--- config.mk ---
export PLATFORM = sky130hd
export DESIGN_NAME = sorted_priority_queue
export DESIGN_NICKNAME = d
export VERILOG_FILES = /design/src/rtl/core/spq_pkg.sv /design/src/rtl/core/sorted_priority_queue.sv /design/src/rtl/core/spq_cell.sv
export SDC_FILE = /design/constraint.sdc
export NUM_CORES = 2
export LEC_CHECK = 0
export BUFFER_PORTS_ARGS = -buffer_cell sky130_fd_sc_hd__buf_2
export CORE_UTILIZATION = 30
export CTS_BUF_LIST = sky130_fd_sc_hd__clkbuf_8
export DETAILED_ROUTE_END_ITERATION = 8
export SYNTH_ARGS = -nofsm -noshare
export SYNTH_HDL_FRONTEND = slang
export SYNTH_HIERARCHICAL = 1
export SYNTH_SLANG_ARGS = --single-unit
--- constraint.sdc ---
create_clock -name clock -period 13 [get_ports clock]
set_clock_uncertainty 0.2 [all_clocks]
set_input_delay 0.65 -clock clock [delete_from_list [all_inputs] [get_ports clock]]
set_output_delay 0.65 -clock clock [all_outputs]
set_load 0.01 [all_outputs]
--- src/rtl/core/spq_pkg.sv ---
// spq_pkg: types and constants shared by the sorted priority queue
// no dependencies

package spq_pkg;

   localparam int DEPTH_DEFAULT = 16;
   localparam int VALUE_WIDTH   = 32;
   localparam int COUNT_WIDTH   = 5;

   typedef enum logic {
      FUNC_INSERT = 1'b0,
      FUNC_REMOVE = 1'b1
   } func_type;

   typedef enum logic [1:0] {
      STATUS_OK    = 2'd0,
      STATUS_FULL  = 2'd1,
      STATUS_EMPTY = 2'd2
   } status_type;

   typedef struct packed {
      func_type                       func;
      logic signed [VALUE_WIDTH-1:0]  value;
   } req_type;

   typedef struct packed {
      logic signed [VALUE_WIDTH-1:0]  head_value;
      logic                           is_empty;
      logic [COUNT_WIDTH-1:0]         entry_count;
      status_type                     status;
   } rsp_type;

   // broadcast to every cell of the chain
   typedef struct packed {
      logic                           insert;
      logic                           remove;
      logic signed [VALUE_WIDTH-1:0]  value;
   } cell_ctl_type;

endpackage

--- src/rtl/core/sorted_priority_queue.sv ---
// sorted_priority_queue: bounded priority queue kept sorted in a chain of cells
// depends on spq_pkg and spq_cell
//
//   channel   ports                      direction   handshake
//   request   start, busy, req_item      in          start && !busy
//   response  rsp_strobe, rsp_item       out         rsp_strobe, one cycle
//
// every cell compares the new value in parallel and shifts by one place,
// so the next item may follow at once
// the response appears in the cycle after the item is taken
// busy stays low: the chain never stalls and the receiver cannot stall
// synchronous reset empties the queue; stored values keep stale data

module sorted_priority_queue
   import spq_pkg::*;
#(
   parameter int DEPTH = DEPTH_DEFAULT
) (
   input  logic    clock,
   input  logic    reset,
   input  logic    start,
   output logic    busy,
   input  req_type req_item,
   output logic    rsp_strobe,
   output rsp_type rsp_item
);

   localparam int CW = $clog2(DEPTH + 1);

   logic                   accept;
   logic                   full;
   logic                   empty;
   cell_ctl_type           ctl;

   logic [CW-1:0]          count_ff, count_in;
   logic                   strobe_ff;
   status_type             status_ff, status_in;
   logic [CW+COUNT_WIDTH-1:0] count_ext;

   logic signed [VALUE_WIDTH-1:0] cell_value [DEPTH];
   logic                          cell_valid [DEPTH];
   logic                          cell_gt    [DEPTH];

   assign busy   = 1'b0;
   assign accept = start && !busy;
   assign full   = (count_ff == CW'(DEPTH));
   assign empty  = (count_ff == '0);

   // decode the operation into a chain-wide command
   always_comb begin
      ctl.insert = 1'b0;
      ctl.remove = 1'b0;
      ctl.value  = req_item.value;
      count_in   = count_ff;
      status_in  = status_ff;
      if (accept) begin
         status_in = STATUS_OK;
         case (req_item.func)
            FUNC_INSERT: begin
               if (full) begin
                  status_in = STATUS_FULL;
               end else begin
                  ctl.insert = 1'b1;
                  count_in   = count_ff + 1'b1;
               end
            end
            FUNC_REMOVE: begin
               if (empty) begin
                  status_in = STATUS_EMPTY;
               end else begin
                  ctl.remove = 1'b1;
                  count_in   = count_ff - 1'b1;
               end
            end
            default: status_in = STATUS_OK;
         endcase
      end
   end

   // the chain, head at cell 0
   for (genvar i = 0; i < DEPTH; i++) begin : g_cell
      logic signed [VALUE_WIDTH-1:0] prev_value, next_value;
      logic                          prev_valid, prev_gt, next_valid;

      if (i == 0) begin : g_head
         assign prev_value = '0;
         assign prev_valid = 1'b0;
         assign prev_gt    = 1'b1;
      end else begin : g_body
         assign prev_value = cell_value[i-1];
         assign prev_valid = cell_valid[i-1];
         assign prev_gt    = cell_gt[i-1];
      end

      if (i == DEPTH - 1) begin : g_tail
         assign next_value = '0;
         assign next_valid = 1'b0;
      end else begin : g_link
         assign next_value = cell_value[i+1];
         assign next_valid = cell_valid[i+1];
      end

      spq_cell u_cell (
         .clock      (clock),
         .reset      (reset),
         .ctl        (ctl),
         .prev_value (prev_value),
         .prev_valid (prev_valid),
         .prev_gt    (prev_gt),
         .next_value (next_value),
         .next_valid (next_valid),
         .value      (cell_value[i]),
         .valid      (cell_valid[i]),
         .gt         (cell_gt[i])
      );
   end

   always_ff @(posedge clock) begin
      if (reset) begin
         count_ff  <= '0;
         strobe_ff <= 1'b0;
         status_ff <= STATUS_OK;
      end else begin
         count_ff  <= count_in;
         strobe_ff <= accept;
         status_ff <= status_in;
      end
   end

   // response is read straight from the updated chain head and counter
   assign count_ext = {{COUNT_WIDTH{1'b0}}, count_ff};

   assign rsp_strobe           = strobe_ff;
   assign rsp_item.head_value  = cell_valid[0] ? cell_value[0] : '0;
   assign rsp_item.is_empty    = empty;
   assign rsp_item.entry_count = count_ext[COUNT_WIDTH-1:0];
   assign rsp_item.status      = status_ff;

endmodule

--- src/rtl/core/spq_cell.sv ---
// spq_cell: one slot of the sorted chain, holds a value and a valid bit
// depends on spq_pkg

module spq_cell
   import spq_pkg::*;
(
   input  logic                           clock,
   input  logic                           reset,
   input  cell_ctl_type                   ctl,
   input  logic signed [VALUE_WIDTH-1:0]  prev_value,
   input  logic                           prev_valid,
   input  logic                           prev_gt,
   input  logic signed [VALUE_WIDTH-1:0]  next_value,
   input  logic                           next_valid,
   output logic signed [VALUE_WIDTH-1:0]  value,
   output logic                           valid,
   output logic                           gt
);

   logic signed [VALUE_WIDTH-1:0] value_ff, value_in;
   logic                          valid_ff, valid_in;

   // stored entry outranks the new value
   assign gt = valid_ff && (value_ff > ctl.value);

   always_comb begin
      value_in = value_ff;
      valid_in = valid_ff;
      if (ctl.insert) begin
         if (!gt) begin
            if (prev_gt) begin
               value_in = ctl.value;
               valid_in = 1'b1;
            end else begin
               value_in = prev_value;
               valid_in = prev_valid;
            end
         end
      end else if (ctl.remove) begin
         value_in = next_value;
         valid_in = next_valid;
      end
   end

   always_ff @(posedge clock) begin
      value_ff <= value_in;
      if (reset) begin
         valid_ff <= 1'b0;
      end else begin
         valid_ff <= valid_in;
      end
   end

   assign value = value_ff;
   assign valid = valid_ff;

endmodule

* After elaboration in Yosys (flattened, before gate mapping)
Index checks and enable logic that the tools add are counted.
** Word-level totals
- Input port bits :: 36
- Register bits after elaboration :: 536
- Output and inout bits :: 42
** Operators by class
- Bitwise logic cells :: 1
- Add/sub/neg operators :: 2
- Reductions and logical operators :: 35
- Mux-type cells :: 138
- Order comparisons :: 16
- Equal/unequal tests :: 19
** Operators with widths (count)
- two-way mux 32 bit :: 64
- > comparator 32 bit :: 16
- two-way mux 1 bit :: 68
- != test 2 bit, second input constant :: 18
- AND reduction 2 bit :: 16
- logical AND 1 bit :: 16
- two-way mux 5 bit :: 2
- one-hot mux 5 bit (2 select lines) :: 1
- adder 5 x 1 -> 5 bit, second input constant :: 1
- equality test 5 bit, second input constant :: 1
- zero test 5 bit :: 1
- subtractor 5 x 1 -> 5 bit, second input constant :: 1
- two-way mux 2 bit :: 2
- one-hot mux 2 bit (2 select lines) :: 1
- AND reduction 3 bit :: 1
- nonzero test 2 bit :: 1
- inverter 1 bit :: 1

* Logic depth before layout (Yosys ltp)
- Depth in word-level cells :: 6
- Gate-level depth with buffers :: 13
- Mapped depth without buffers :: 12

* Hierarchy
Netlist, hierarchy kept.
** Modules (own cells, without submodules)
- spq_cell :: instances 16, cells each 268, area an instance 2527.4 um2
- sorted_priority_queue :: instances 1, cells each 90, area an instance 703.2 um2

* Worst setup path after synthesis
Ideal clock, no wire load.
- Path type :: in2reg
- From :: in start
- To :: reg g_cell[0].u_cell.value_ff[0], enable pin
- Required time :: 12.412 ns
- Path buffers :: 0
- Path slack :: 5.624 ns
- Arrival time :: 6.788 ns
- Cell stages on the path :: 3
- Cells stage by stage :: nor2b_1 -> a21boi_0 -> o211a_1
** RTL lines
- start: declaration :: RTL line sorted_priority_queue.sv:21 : input logic start,
- end signal: assignment :: RTL line spq_cell.sv:46 : value_ff <= value_in;
- end: declaration :: RTL line spq_cell.sv:20 : logic signed [VALUE_WIDTH-1:0] value_ff, value_in;

==> reports/metrics.cfg <==
[place]
io_buffers = 76
dpl.hpwl_um = 75900
place_congestion = 0.856
dp_slack_ps = 7930

[global_routing]
antenna_found_initial = 2
grt_pass1_vias = 30800
use_met1_pct = 20.7
grt_max_degree = 218
grt.overflow.total = 0
grt_use_met2_pct = 21.9
grt_pass1_wl_um = 164000
grtUsageMet3_pct = 2.03
top_usage_layer = met2
track_usage_pct = 14.4

[setup_path]
required_ps = 13260
ff2ff_path_depth = 7
worstPathArrival_ps = 5220
path_class = primary input to flop
critPathLaunch = start
cp-end-kind = flop
reg2reg_slack_ps = 8280
r2r-end = g_cell[6].u_cell/value[2]$_DFFE_PP_
r2r-start = count_ff[0]$_SDFFE_PP0P_
critical_path.endpoint = g_cell[6].u_cell/value[2]$_DFFE_PP_
cp-start-kind = primary input
worstPathMaxFanout = 217

[final_layout]
finish.net_count = 5057
layout-drive-gt1-share_pct = 7.48
area_growth_pct = 11.1
n_fill_cell = 14200

[floorplan]
chipWidth_um = 372
ioPinCount = 78
dieHeight_um = 372
rows = 135
dieArea_um2 = 139000
start_util_pct = 30.3
coreArea_um2 = 136000

[route]
wl_per_cell_um = 15.9
drt_wl_total_um = 101000
first_pass_iters = 6
vias = 31400
ant_nets = 0
drc = 0
drt_iter0_markers = 2411
avgViaCountPerCell = 4.94

[cts]
cts-root-buf = clkbuf_8
clock-sinks = 536
cts_setup_buffers = 0
clock_latency_ps = 760
cts_resized = 0
cts.reportedPaths.clkPinSlew_ps = 60
cts_hold_buffers = 1
cts_made_buffers = 94
htree_levels = 3
clk_path_buf_depth = 3
cts_tree = yes

[timing]
relSlewSlack_pct = 25.7
setup_violations = 0
fin_crit_ps = 4970
finalCritPeriodShare_pct = 38.2
fmax_ghz = 0.201
final.setup.tns_ps = 0
worst_pin_slew_ps = 1120
layout_setup_ws_ps = 8030
drv_slew = 0
rsz0062_at_grt = no
hold_violations = 0

[synth]
netlist_instances = 4375
netlist_area_um2 = 41100
syn_area_per_cell_um2 = 9.40
ys_warn_count = 6

[status]
status = finished, final reports clean

[power_and_ir_drop]
ir_drop_v = 0.000107
powerDensity_nw_per_um2 = 139
p_leak_nw = 18.7

[hold_path]
hold_class = primary input to flop

[flow_run]
cap_violations = 0

==> cell usage in the layout (no fill, tap or decap), types with 17 or more instances in the layout <==
master	instances
a21oi_1	740
nor2_1	627
inv_1	572
mux2i_1	531
ha_1	515
edfxtp_1	512
nand2_1	115
nand4_1	112
clkbuf_8	99
buf_2	76
buf_4	72
conb_1	68
o21ai_0	64
nand3_1	34
and2_1	32
o211ai_1	32
dfxtp_1	24
nor2b_1	18
nand2b_1	18
nand3b_1	17
==> power breakdown <==
| part | internal [mW] | switching, mW |
|---|---|---|
| Combinational | 0.814 | 1.25 |
| Sequential | 2.47 | 0.374 |
| Clock | 0.698 | 0.744 |
==> final cells by class <==
| type | instances | area (um2) | area share [%] |
|---|---|---|---|
| diodes | 2 | 5.00 | 0.0110 |
| well taps | 1781 | 2230 | 4.88 |
| flip-flops and latches | 536 | 15900 | 34.7 |
| inverters | 530 | 1990 | 4.35 |
| clock inverters | 67 | 277 | 0.605 |
| clock buffers | 99 | 1360 | 2.98 |
| multi-input cells | 3193 | 23000 | 50.4 |
| repair buffers | 150 | 951 | 2.08 |
==> critical path, stage by stage <==
cell	delay, ps
dlygate4sd3_1	520
buf_2	180
nor2b_1	220
a21boi_4	230
buf_12	620
buf_4	830
buf_4	830
buf_4	740
a21oi_1	150
==> flip-flops by register name, indices dropped and copies added, names as in the netlist <==
signal / cells
g_cell.u_cell/valid: 16
count_ff: 5
rsp_strobe: 1
status_ff: 2
g_cell.u_cell/value: 512
==> how the worst min path moves through the flow <==
| stage | depth (start not counted) | slack [ps] | to | startpoint |
|---|---|---|---|---|
| final | 3 | 100 | status_ff[1]$_SDFFE_PP0P_ | req_item[32] |
| after global routing | 3 | 80 | status_ff[1]$_SDFFE_PP0P_ | req_item[32] |
| after CTS | 3 | 20 | status_ff[1]$_SDFFE_PP0P_ | req_item[32] |
| after detailed placement | 2 | 260 | status_ff[1]$_SDFFE_PP0P_ | status_ff[1]$_SDFFE_PP0P_ |
| after global placement | 2 | 260 | status_ff[1]$_SDFFE_PP0P_ | status_ff[1]$_SDFFE_PP0P_ |
| after floorplan | 2 | 260 | g_cell[15].u_cell/valid$_SDFFE_PP0P_ | g_cell[15].u_cell/valid$_SDFFE_PP0P_ |
==> per-layer routing <==
metal | wire [um] | part of all wire [%]
met1 | 51700 | 51
met2 | 42600 | 42
met3 | 4110 | 4.1
met4 | 2940 | 2.9
met5 | 0 | 0
==> per-stage QoR <==
| stage | util, % | hold slack (ps) | power (mW) | instances | cell area [um2] |
|---|---|---|---|---|---|
| 2_1_floorplan | - | 261 | 4.25 | 4441 | 41400 |
| 3_3_place_gp | 32.4 | 259 | 4.84 | 6189 | 44000 |
| 3_5_place_dp | 32.4 | 259 | 4.93 | 6189 | 44000 |
| 4_1_cts | 33.6 | 24.5 | 6.40 | 6356 | 45700 |
| 5_1_grt | 33.6 | 78.3 | 6.82 | 6358 | 45700 |
| 6_report | 33.6 | 101 | 6.35 | 6358 | 45700 |
No activity file was read; power rests on OpenSTA's default activity.
